`src/sv/olist_pkg.sv`:
```
// package: defaults, operation and status codes of the ordered list engine
package olist_pkg;

   localparam int CAPACITY_DEFAULT   = 16;
   localparam int DATA_WIDTH_DEFAULT = 32;

   localparam logic [1:0] OP_APPEND = 2'd0;
   localparam logic [1:0] OP_INSERT = 2'd1;
   localparam logic [1:0] OP_REMOVE = 2'd2;
   localparam logic [1:0] OP_DUMP   = 2'd3;

   localparam logic [1:0] ST_OK       = 2'd0;
   localparam logic [1:0] ST_NOPOS    = 2'd1;
   localparam logic [1:0] ST_NOTFOUND = 2'd2;
   localparam logic [1:0] ST_FULL     = 2'd3;

endpackage

```
`src/sv/ordered_list_engine_unit.sv`:
```
// append, rejected insert and empty remove or dump go from decode straight to the result beat;
// insert shifts each entry from the tail down to the position up one slot, then writes the value;
// remove searches from the head, then shifts the entries behind the match down; dump emits
// each entry in turn. one item at a time: each search or shift step reads the entry ram, then
// uses or writes it; the next item is taken the cycle after its last beat is loaded.
// reset is synchronous: clears the entry count, sequencer and output valid; entries not cleared
module ordered_list_engine_unit #(
   parameter int CAPACITY   = olist_pkg::CAPACITY_DEFAULT,
   parameter int DATA_WIDTH = olist_pkg::DATA_WIDTH_DEFAULT
) (
   input  logic               clock,
   input  logic               reset,
   input  logic               req_valid,
   output logic               req_stall,
   input  logic [1:0]         req_op,
   input  logic signed [31:0] req_value,
   input  logic [4:0]         req_position,
   output logic               rsp_valid,
   input  logic               rsp_stall,
   output logic [1:0]         rsp_status,
   output logic signed [31:0] rsp_entry_value,
   output logic               rsp_has_entry,
   output logic               rsp_last,
   output logic [4:0]         rsp_length
);

   localparam int AW   = $clog2(CAPACITY);
   localparam int CW   = $clog2(CAPACITY + 1);
   localparam int CmpW = (CW > 5) ? CW : 5;

   typedef enum logic [3:0] {
      S_IDLE,
      S_DECODE,
      S_INS_RD,
      S_INS_WR,
      S_INS_FIN,
      S_REM_RD,
      S_REM_CMP,
      S_REM_SRD,
      S_REM_SWR,
      S_DMP_RD,
      S_DMP_EM,
      S_EMIT
   } state_type;

   state_type             state_ff;
   logic [1:0]            op_ff;
   logic [DATA_WIDTH-1:0] val_ff;
   logic [4:0]            pos_ff;
   logic [CW-1:0]         count_ff;
   logic [CW-1:0]         idx_ff;
   logic [1:0]            status_ff;

   logic                  rsp_valid_ff;
   logic [1:0]            rsp_status_ff;
   logic [31:0]           rsp_entry_value_ff;
   logic                  rsp_has_entry_ff;
   logic                  rsp_last_ff;
   logic [4:0]            rsp_length_ff;

   logic                  wr_en;
   logic [AW-1:0]         wr_addr;
   logic [DATA_WIDTH-1:0] wr_data;
   logic [CW-1:0]         rd_idx;
   logic [DATA_WIDTH-1:0] rd_data;

   logic                  slot_free;
   logic                  emit_beat;
   logic                  is_full;
   logic [CmpW-1:0]       pos_ext;
   logic [CmpW-1:0]       cnt_ext;
   logic                  idx_is_tail;
   logic                  shift_done;

   assign slot_free   = !rsp_valid_ff || !rsp_stall;
   assign emit_beat   = slot_free && (state_ff == S_DMP_EM || state_ff == S_EMIT);
   assign is_full     = (count_ff == CW'(CAPACITY));
   assign pos_ext     = CmpW'(pos_ff);
   assign cnt_ext     = CmpW'(count_ff);
   assign idx_is_tail = ((idx_ff + CW'(1)) == count_ff);
   assign shift_done  = ((idx_ff + CW'(2)) == count_ff);

   // read address: insert shifts pull from below, remove shifts pull from above
   always_comb begin
      case (state_ff)
         S_INS_RD:  rd_idx = idx_ff - CW'(1);
         S_REM_SRD: rd_idx = idx_ff + CW'(1);
         default:   rd_idx = idx_ff;
      endcase
   end

   always_comb begin
      wr_en   = 1'b0;
      wr_addr = idx_ff[AW-1:0];
      wr_data = rd_data;
      case (state_ff)
         S_DECODE: begin
            if (op_ff == olist_pkg::OP_APPEND && !is_full) begin
               wr_en   = 1'b1;
               wr_addr = count_ff[AW-1:0];
               wr_data = val_ff;
            end
         end
         S_INS_WR:  wr_en = 1'b1;
         S_REM_SWR: wr_en = 1'b1;
         S_INS_FIN: begin
            wr_en   = 1'b1;
            wr_addr = AW'(pos_ext - CmpW'(1));
            wr_data = val_ff;
         end
         default:   wr_en = 1'b0;
      endcase
   end

   olist_ram #(
      .WIDTH (DATA_WIDTH),
      .DEPTH (CAPACITY)
   ) u_entries (
      .clock   (clock),
      .wr_en   (wr_en),
      .wr_addr (wr_addr),
      .wr_data (wr_data),
      .rd_addr (rd_idx[AW-1:0]),
      .rd_data (rd_data)
   );

   always_ff @(posedge clock) begin
      if (reset) begin
         state_ff     <= S_IDLE;
         count_ff     <= '0;
         rsp_valid_ff <= 1'b0;
      end else begin
         if (rsp_valid_ff && !rsp_stall && !emit_beat) begin
            rsp_valid_ff <= 1'b0;
         end
         case (state_ff)
            S_IDLE: begin
               if (req_valid) begin
                  op_ff    <= req_op;
                  val_ff   <= DATA_WIDTH'($unsigned(req_value));
                  pos_ff   <= req_position;
                  state_ff <= S_DECODE;
               end
            end
            S_DECODE: begin
               case (op_ff)
                  olist_pkg::OP_APPEND: begin
                     idx_ff   <= '0;
                     state_ff <= S_EMIT;
                     if (is_full) begin
                        status_ff <= olist_pkg::ST_FULL;
                     end else begin
                        status_ff <= olist_pkg::ST_OK;
                        count_ff  <= count_ff + CW'(1);
                     end
                  end
                  olist_pkg::OP_INSERT: begin
                     if (pos_ff == 5'd0 || pos_ext > cnt_ext) begin
                        idx_ff    <= '0;
                        status_ff <= olist_pkg::ST_NOPOS;
                        state_ff  <= S_EMIT;
                     end else if (is_full) begin
                        idx_ff    <= '0;
                        status_ff <= olist_pkg::ST_FULL;
                        state_ff  <= S_EMIT;
                     end else begin
                        idx_ff    <= count_ff;
                        status_ff <= olist_pkg::ST_OK;
                        state_ff  <= S_INS_RD;
                     end
                  end
                  olist_pkg::OP_REMOVE: begin
                     idx_ff <= '0;
                     if (count_ff == '0) begin
                        status_ff <= olist_pkg::ST_NOTFOUND;
                        state_ff  <= S_EMIT;
                     end else begin
                        status_ff <= olist_pkg::ST_OK;
                        state_ff  <= S_REM_RD;
                     end
                  end
                  default: begin
                     idx_ff    <= '0;
                     status_ff <= olist_pkg::ST_OK;
                     if (count_ff != '0) begin
                        state_ff <= S_DMP_RD;
                     end else begin
                        state_ff <= S_EMIT;
                     end
                  end
               endcase
            end
            S_INS_RD: state_ff <= S_INS_WR;
            S_INS_WR: begin
               // the entry at the insert position was just shifted up out of its slot
               if (CmpW'(idx_ff) == pos_ext) begin
                  state_ff <= S_INS_FIN;
               end else begin
                  idx_ff   <= idx_ff - CW'(1);
                  state_ff <= S_INS_RD;
               end
            end
            S_INS_FIN: begin
               count_ff <= count_ff + CW'(1);
               state_ff <= S_EMIT;
            end
            S_REM_RD: state_ff <= S_REM_CMP;
            S_REM_CMP: begin
               if (rd_data == val_ff) begin
                  if (idx_is_tail) begin
                     count_ff <= count_ff - CW'(1);
                     state_ff <= S_EMIT;
                  end else begin
                     state_ff <= S_REM_SRD;
                  end
               end else if (idx_is_tail) begin
                  status_ff <= olist_pkg::ST_NOTFOUND;
                  state_ff  <= S_EMIT;
               end else begin
                  idx_ff   <= idx_ff + CW'(1);
                  state_ff <= S_REM_RD;
               end
            end
            S_REM_SRD: state_ff <= S_REM_SWR;
            S_REM_SWR: begin
               if (shift_done) begin
                  count_ff <= count_ff - CW'(1);
                  state_ff <= S_EMIT;
               end else begin
                  idx_ff   <= idx_ff + CW'(1);
                  state_ff <= S_REM_SRD;
               end
            end
            S_DMP_RD: state_ff <= S_DMP_EM;
            S_DMP_EM: begin
               // read address holds, so the ram data stays put while waiting
               if (slot_free) begin
                  rsp_valid_ff       <= 1'b1;
                  rsp_status_ff      <= olist_pkg::ST_OK;
                  rsp_entry_value_ff <= 32'($unsigned(rd_data));
                  rsp_has_entry_ff   <= 1'b1;
                  rsp_last_ff        <= idx_is_tail;
                  rsp_length_ff      <= 5'(count_ff);
                  if (idx_is_tail) begin
                     state_ff <= S_IDLE;
                  end else begin
                     idx_ff   <= idx_ff + CW'(1);
                     state_ff <= S_DMP_RD;
                  end
               end
            end
            S_EMIT: begin
               if (slot_free) begin
                  rsp_valid_ff       <= 1'b1;
                  rsp_status_ff      <= status_ff;
                  rsp_entry_value_ff <= '0;
                  rsp_has_entry_ff   <= 1'b0;
                  rsp_last_ff        <= 1'b1;
                  rsp_length_ff      <= 5'(count_ff);
                  state_ff           <= S_IDLE;
               end
            end
            default: state_ff <= S_IDLE;
         endcase
      end
   end

   assign req_stall       = (state_ff != S_IDLE);
   assign rsp_valid       = rsp_valid_ff;
   assign rsp_status      = rsp_status_ff;
   assign rsp_entry_value = rsp_entry_value_ff;
   assign rsp_has_entry   = rsp_has_entry_ff;
   assign rsp_last        = rsp_last_ff;
   assign rsp_length      = rsp_length_ff;

endmodule

```
`src/sv/olist_ram.sv`:
```
// generic single-write, single-read ram with registered read data
module olist_ram #(
   parameter int WIDTH = olist_pkg::DATA_WIDTH_DEFAULT,
   parameter int DEPTH = olist_pkg::CAPACITY_DEFAULT
) (
   input  logic                     clock,
   input  logic                     wr_en,
   input  logic [$clog2(DEPTH)-1:0] wr_addr,
   input  logic [WIDTH-1:0]         wr_data,
   input  logic [$clog2(DEPTH)-1:0] rd_addr,
   output logic [WIDTH-1:0]         rd_data
);

   logic [WIDTH-1:0] mem_ff [DEPTH];
   logic [WIDTH-1:0] rd_data_ff;

   always_ff @(posedge clock) begin
      if (wr_en) begin
         mem_ff[wr_addr] <= wr_data;
      end
      rd_data_ff <= mem_ff[rd_addr];
   end

   assign rd_data = rd_data_ff;

endmodule

```
`config.mk`:
```
export PLATFORM = sky130hd
export DESIGN_NAME = ordered_list_engine_unit
export DESIGN_NICKNAME = d
export VERILOG_FILES = /design/src/sv/olist_pkg.sv /design/src/sv/ordered_list_engine_unit.sv /design/src/sv/olist_ram.sv
export SDC_FILE = /design/constraint.sdc
export NUM_CORES = 1
export LEC_CHECK = 0
export BUFFER_PORTS_ARGS = -buffer_cell sky130_fd_sc_hd__buf_4
export CORE_UTILIZATION = 56
export DETAILED_ROUTE_END_ITERATION = 8
export GPL_TIMING_DRIVEN = 0
export PLACE_DENSITY = 0.76
export SLEW_MARGIN = 40
export SYNTH_ARGS = -nofsm -noshare
export SYNTH_HDL_FRONTEND = slang
export SYNTH_SLANG_ARGS = --single-unit
export TNS_END_PERCENT = 20
```
`constraint.sdc`:
```
create_clock -name clock -period 4.81 [get_ports clock]
set_clock_uncertainty 0.2 [all_clocks]
set_input_delay 0.962 -clock clock [delete_from_list [all_inputs] [get_ports clock]]
set_output_delay 0.962 -clock clock [all_outputs]
set_load 0.02 [all_outputs]
```
# Word-level counts from Yosys, hierarchy flattened
# Memories as Yosys holds them, arrays and structs flattened. A register that Yosys moved wholly into a read port is not among the register bits.
# Index checks and enable logic that the tools add are counted.
# op_classes
reduce_logical,30
add_sub_neg,6
mux,60
n_eq_ne,29
magnitude_cmp,1
n_bitwise,1
# ops
cell,n
$pmux 32 s2,2
$mux 32,3
$mux 5,13
$mux 4,12
$pmux 4 s12,1
$eq 32x32->1,1
$pmux 5 s5,1
$ne 2x2->1 const B,11
$pmux 5 s4,1
$eq 4x3->1 const B,4
$eq 4x4->1 const B,4
$mux 2,8
$pmux 4 s2,2
$eq 5x5->1,3
$pmux 4 s3,1
$reduce_and 6->1,2
$add 5x1->5 const B,2
$logic_not 5->1,2
$reduce_bool 5->1,2
$sub 5x1->5 const B,2
$mux 1,9
$reduce_and 3->1,3
$eq 4x2->1 const B,2
$pmux 2 s2,2
21 further kinds,34
# word_totals
reg_bits,97
out_inout_bits,43
mem_count,1
ram_bits,512
elab_cells,141
input_bits,43
# memory_table
memory,words,width,rd,rd_clocked_by_memory_dff,write_ports,line_no,source
u_entries.mem_ff,16,32,1,1,1,olist_ram.sv:14,logic [WIDTH-1:0] mem_ff [DEPTH];

# Longest topological paths before layout
# depth
depth_word,8
ltp_mapped,12
depth_no_buf,10

# Hierarchy
# Synthesis repeated with hierarchy kept, for this count alone.
# unflattened
hier_cells,1299
area_unflattened_um2,25269.2
# by_module_without_submodules
mod,cells_each,instances,seq_area_each_um2,area_each_um2
olist_ram,838,1,16015.4,19835.3
ordered_list_engine_unit,461,1,2812.7,5434.0

# Worst setup path after synthesis
# Ideal clock, no wire load.
# synth_path
path_kind,input to register
from,input reset
to,register op_ff[0] (enable)
path_slack_ps,-161
stages,3
n_path_buf,2
arrival_time_ps,4279
setup_time_ps,492
t_required_ps,4118
cell_sequence,buf_1 -> clkbuf_1 -> nor3b_1
# synth_between
elab_chain_len,2
# synth_lines
element,line_no,source
from (decl),ordered_list_engine_unit.sv:12,"input logic reset,"
$not 1->1 (no line),n/a,
$reduce_and 3->1 (no line),n/a,
to (signal assigned),ordered_list_engine_unit.sv:139,op_ff <= req_op;
to (decl),ordered_list_engine_unit.sv:47,logic [1:0] op_ff;
# No other way between the ends.
# A chain may end at the register's enable or synchronous reset.

# Worst setup path after layout
# layout_path
from,"register count_ff[0], in the netlist cnt_ext[0]"
to,memory u_entries.mem_ff[10][4] in the netlist's numbering (enable)
# layout_between
elab_chain_len,7
word_cells_on_any_way,9
classes_between,1 x eq/ne; 6 x mux; 2 x reduce/logical
# layout_lines
element,line_no,source
from (decl),ordered_list_engine_unit.sv:50,logic [CW-1:0] count_ff;
from (signal assigned),ordered_list_engine_unit.sv:154,count_ff <= count_ff + CW'(1);
from (signal assigned),ordered_list_engine_unit.sv:204,count_ff <= count_ff + CW'(1);
from (signal assigned),ordered_list_engine_unit.sv:211,count_ff <= count_ff - CW'(1);
$eq 5x5->1,ordered_list_engine_unit.sv:77,assign is_full = (count_ff == CW'(CAPACITY));
$logic_not 1->1,ordered_list_engine_unit.sv:98,if (op_ff == olist_pkg::OP_APPEND && !is_full) begin
$logic_and 1x1->1,ordered_list_engine_unit.sv:98,
$mux 1,ordered_list_engine_unit.sv:98,
$pmux 1 s2,ordered_list_engine_unit.sv:96,case (state_ff)
$mux 1,olist_ram.sv:18,if (wr_en) begin
$mux 1 (not written as such),olist_ram.sv:19,mem_ff[wr_addr] <= wr_data;
to (decl),olist_ram.sv:14,
# Several ways; a longest one is shown, not always the timed one.

==> results.sh <==
export IMPL_clk_path_buf_depth=3
export IMPL_cts_sinks=641
export IMPL_htreeDepth=2
export IMPL_cts_resized=0
export IMPL_dr_pass1_iters=5
export IMPL_synth_top_flop_cell="edfxtp_1"
export IMPL_yosys_warnings=0
export IMPL_hold_class="flop to flop"
export IMPL_wl_per_cell_um=30.1
export IMPL_postRouteAntennaNets=0
export IMPL_num_antenna_cells=0
export IMPL_detail_route_vias_per_cell=6.58
export IMPL_layout_drive_gt1_share=0.304
export IMPL_track_usage=0.281
export IMPL_synth_edf_count=599
export IMPL_path_cells="clkbuf_1 > nor4_1 > nand2_1 > a21oi_1 > buf_2 > a21o_1 > o211ai_1 > clkbuf_2 > nor2_4 > buf_16"
export IMPL_startpoint_type="flop"
export IMPL_p_comb_frac=0.324
export IMPL_synth_seq_cells=641
export IMPL_synth_fp_nets=1341
export IMPL_die_area_um2=46200
export IMPL_cts_buffers=60
export IMPL_async_flop_share=0
export IMPL_row_count=77
export IMPL_ys_seq_area_frac=0.742
export IMPL_peakVddDrop_mv=0.342
export IMPL_status="complete, no violations"
export IMPL_nFillCells=2701
export IMPL_cap_violations=0
export IMPL_setup_viol=0
export IMPL_cp_data_arrival_time_ns=4.66
export IMPL_p_seq_frac=0.404
export IMPL_postCtsHoldBufs=0
export IMPL_leakagePower_nw=10.0
export IMPL_hpwl_mm=41.9
export IMPL_power_density_nw_per_um2=645
export IMPL_timing_slew_headroom=0.346
export IMPL_clkPwrFrac=0.272
export IMPL_intPower_mw=13.2
export IMPL_start_util=0.571
export IMPL_period_share=0.942
export IMPL_synthCells=1283
export IMPL_cts_clk_slew_worst_paths_ns=0.06
export IMPL_grt_pass1_wl_mm=92.9
export IMPL_drc=0
export IMPL_layout_common_cells="599 x edfxtp_1, 128 x mux4_2, 96 x buf_4, 60 x clkbuf_16, 42 x dfxtp_1"
export IMPL_antenna_found_initial=0
export IMPL_num_nets_final=1538
export IMPL_syn_to_final_growth_pct=18.4
export IMPL_grt_max_degree=18
export IMPL_slowest_delay_ns=0.81
export IMPL_cp_end_kind="flop"
export IMPL_place_ws_ns=0.383
export IMPL_avgSynthCellArea_um2=19.8
export IMPL_finalHoldViolCount=0
export IMPL_coreArea_um2=44400
export IMPL_worst_slew_pin_transition_ns=0.982
export IMPL_worst_setup_path_type="flop to flop"
export IMPL_cpMaxStageDelayCell="a21oi_1"
export IMPL_io_pins=86
export IMPL_port_buffers=84
export IMPL_grt_overflow=0
export IMPL_final_common_cell="edfxtp_1"
export IMPL_cts_root_buf="clkbuf_16"
export IMPL_syn_cell_area_um2=25400
export IMPL_cts_tree="yes"
export IMPL_vias=13965
export IMPL_dieHeight_um=215
export IMPL_routed_wl_mm=64.0
export IMPL_p_switching_mw=6.16
export IMPL_rsz0062_at_grt="false"
export IMPL_routabilityCongestion=0.896
export IMPL_post_synth_num_cell_types=69
export IMPL_sw_frac_of_total=0.318
export IMPL_required_ns=4.94
export IMPL_crit_fanout=11
export IMPL_power_mw=19.4
export IMPL_setup_ws_ns=0.277
export IMPL_drtIter0Drc=2021
export IMPL_die_w_um=215
export IMPL_grt_pass1_vias=13946
export IMPL_clock_latency_ns=0.65
export IMPL_timing_final_crit_period_ns=4.53
export IMPL_maxSlewViolCount=0
export IMPL_post_cts_buffers=0
export IMPL_clock_fmax_ghz=0.221
## registers in the layout (all words and copies together), names as in the netlist, 5 cells and up
name,count
u_entries.mem_ff,512
val_ff,32
rsp_length,5
rsp_entry_value,32
cnt_ext,5
u_entries.rd_data,32
pos_ext,5
idx_ff,5
## synth_stat cells (4+ instances only)
cell type,n,area share
nor2b_1,6,0.0015
nor4_1,10,0.0025
nor3b_1,4,0.0012
and2_1,35,0.0086
xor2_1,41,0.014
o211ai_1,4,0.0012
inv_1,13,0.0019
dfxtp_1,42,0.033
edfxtp_1,599,0.71
nand3_1,14,0.0028
xnor2_1,18,0.0062
o31ai_1,4,0.0012
nand2_1,22,0.0033
a221o_1,35,0.014
buf_4,6,0.0018
nor2_1,44,0.0065
a21o_1,7,0.0021
nor3_1,8,0.0016
a211oi_1,5,0.0015
mux2_2,32,0.014
nand4_1,4,0.00099
buf_6,5,0.0022
mux4_2,128,0.11
a21oi_1,19,0.0037
buf_2,27,0.0053
a22oi_1,6,0.0018
a22o_1,36,0.012
ha_1,14,0.0069
o21ai_0,11,0.0022
clkbuf_1,26,0.0038
## routing by layer
metal	part of all wire	track usage	up-vias
li1	-	-	5692
met2	0.47	0.436	893
met1	0.38	0.392	7209
met5	0	0	-
met4	0.044	0.125	0
met3	0.10	0.0524	171
## path summary, 6_finish.rpt
kind / cells after the start / to / slack (ns) / start
min reg2reg: 0 / rsp_length[4]$_DFFE_PP_ / 0.22 / cnt_ext[4]$_SDFFE_PP0P_
min: 0 / rsp_length[4]$_DFFE_PP_ / 0.22 / cnt_ext[4]$_SDFFE_PP0P_
max reg2reg: 10 / u_entries.mem_ff[10][4]$_DFFE_PP_ / 0.28 / cnt_ext[0]$_SDFFE_PP0P_
max: 10 / u_entries.mem_ff[10][4]$_DFFE_PP_ / 0.28 / cnt_ext[0]$_SDFFE_PP0P_
## power by group through the flow
| stage | Clock [mW] | Sequential, mW | Combinational (mW) |
|---|---|---|---|
| 2_1_floorplan | 0 | 7.85 | 4.11 |
| 3_3_place_gp | 0 | 7.95 | 5.74 |
| 3_5_place_dp | 0 | 7.94 | 6.14 |
| 4_1_cts | 5.31 | 7.83 | 6.22 |
| 5_1_grt | 5.52 | 7.87 | 6.62 |
| 6_report | 5.27 | 7.83 | 6.27 |
## worst max-delay path, delay by kind of cell (launching register included)
kind	cells	cell delay (ns)
AND/OR/NAND/NOR	3	1.26
AO/OA/AOI/OAI	3	1.21
buffers and inverters	4	1.19
flip-flops	1	0.36
## cell type report
class	count	area [um2]	share of cell area
multi-input cells	561	6300	0.210
plain buffers	66	344	0.0115
flip-flops and latches	641	18800	0.627
clock inverters	50	722	0.0240
inverters	15	56.3	0.00187
well taps	592	741	0.0247
clock buffers	62	1510	0.0502
repair buffers	135	1530	0.0511
## per-stage QoR
stage / util / cells / instance area (um2) / hold slack [ns] / setup TNS, ns
2_1_floorplan: - / 1283 / 25400 / 0.203 / 0
4_1_cts: 0.675 / 2118 / 30000 / 0.227 / 0
3_5_place_dp: 0.625 / 2006 / 27800 / 0.213 / 0
5_1_grt: 0.676 / 2122 / 30000 / 0.254 / 0
3_3_place_gp: 0.602 / 1959 / 26700 / 0.212 / -914.14
6_report: 0.676 / 2122 / 30000 / 0.223 / 0
## logic make-up (layout without fill, tap and decap cells)
kind of cell,after synthesis,in the layout,share of synthesized area
DFF,641,641,0.742
and+or+nand+nor,166,166,0.0351
muxes,162,162,0.129
AOI/OAI and AO/OA,159,159,0.0504
buffers and inverters,81,328,0.0157
xor gates and xnor gates,59,59,0.0204
adders and majority gates,15,15,0.00769
(Power assumes the default switching activity.)
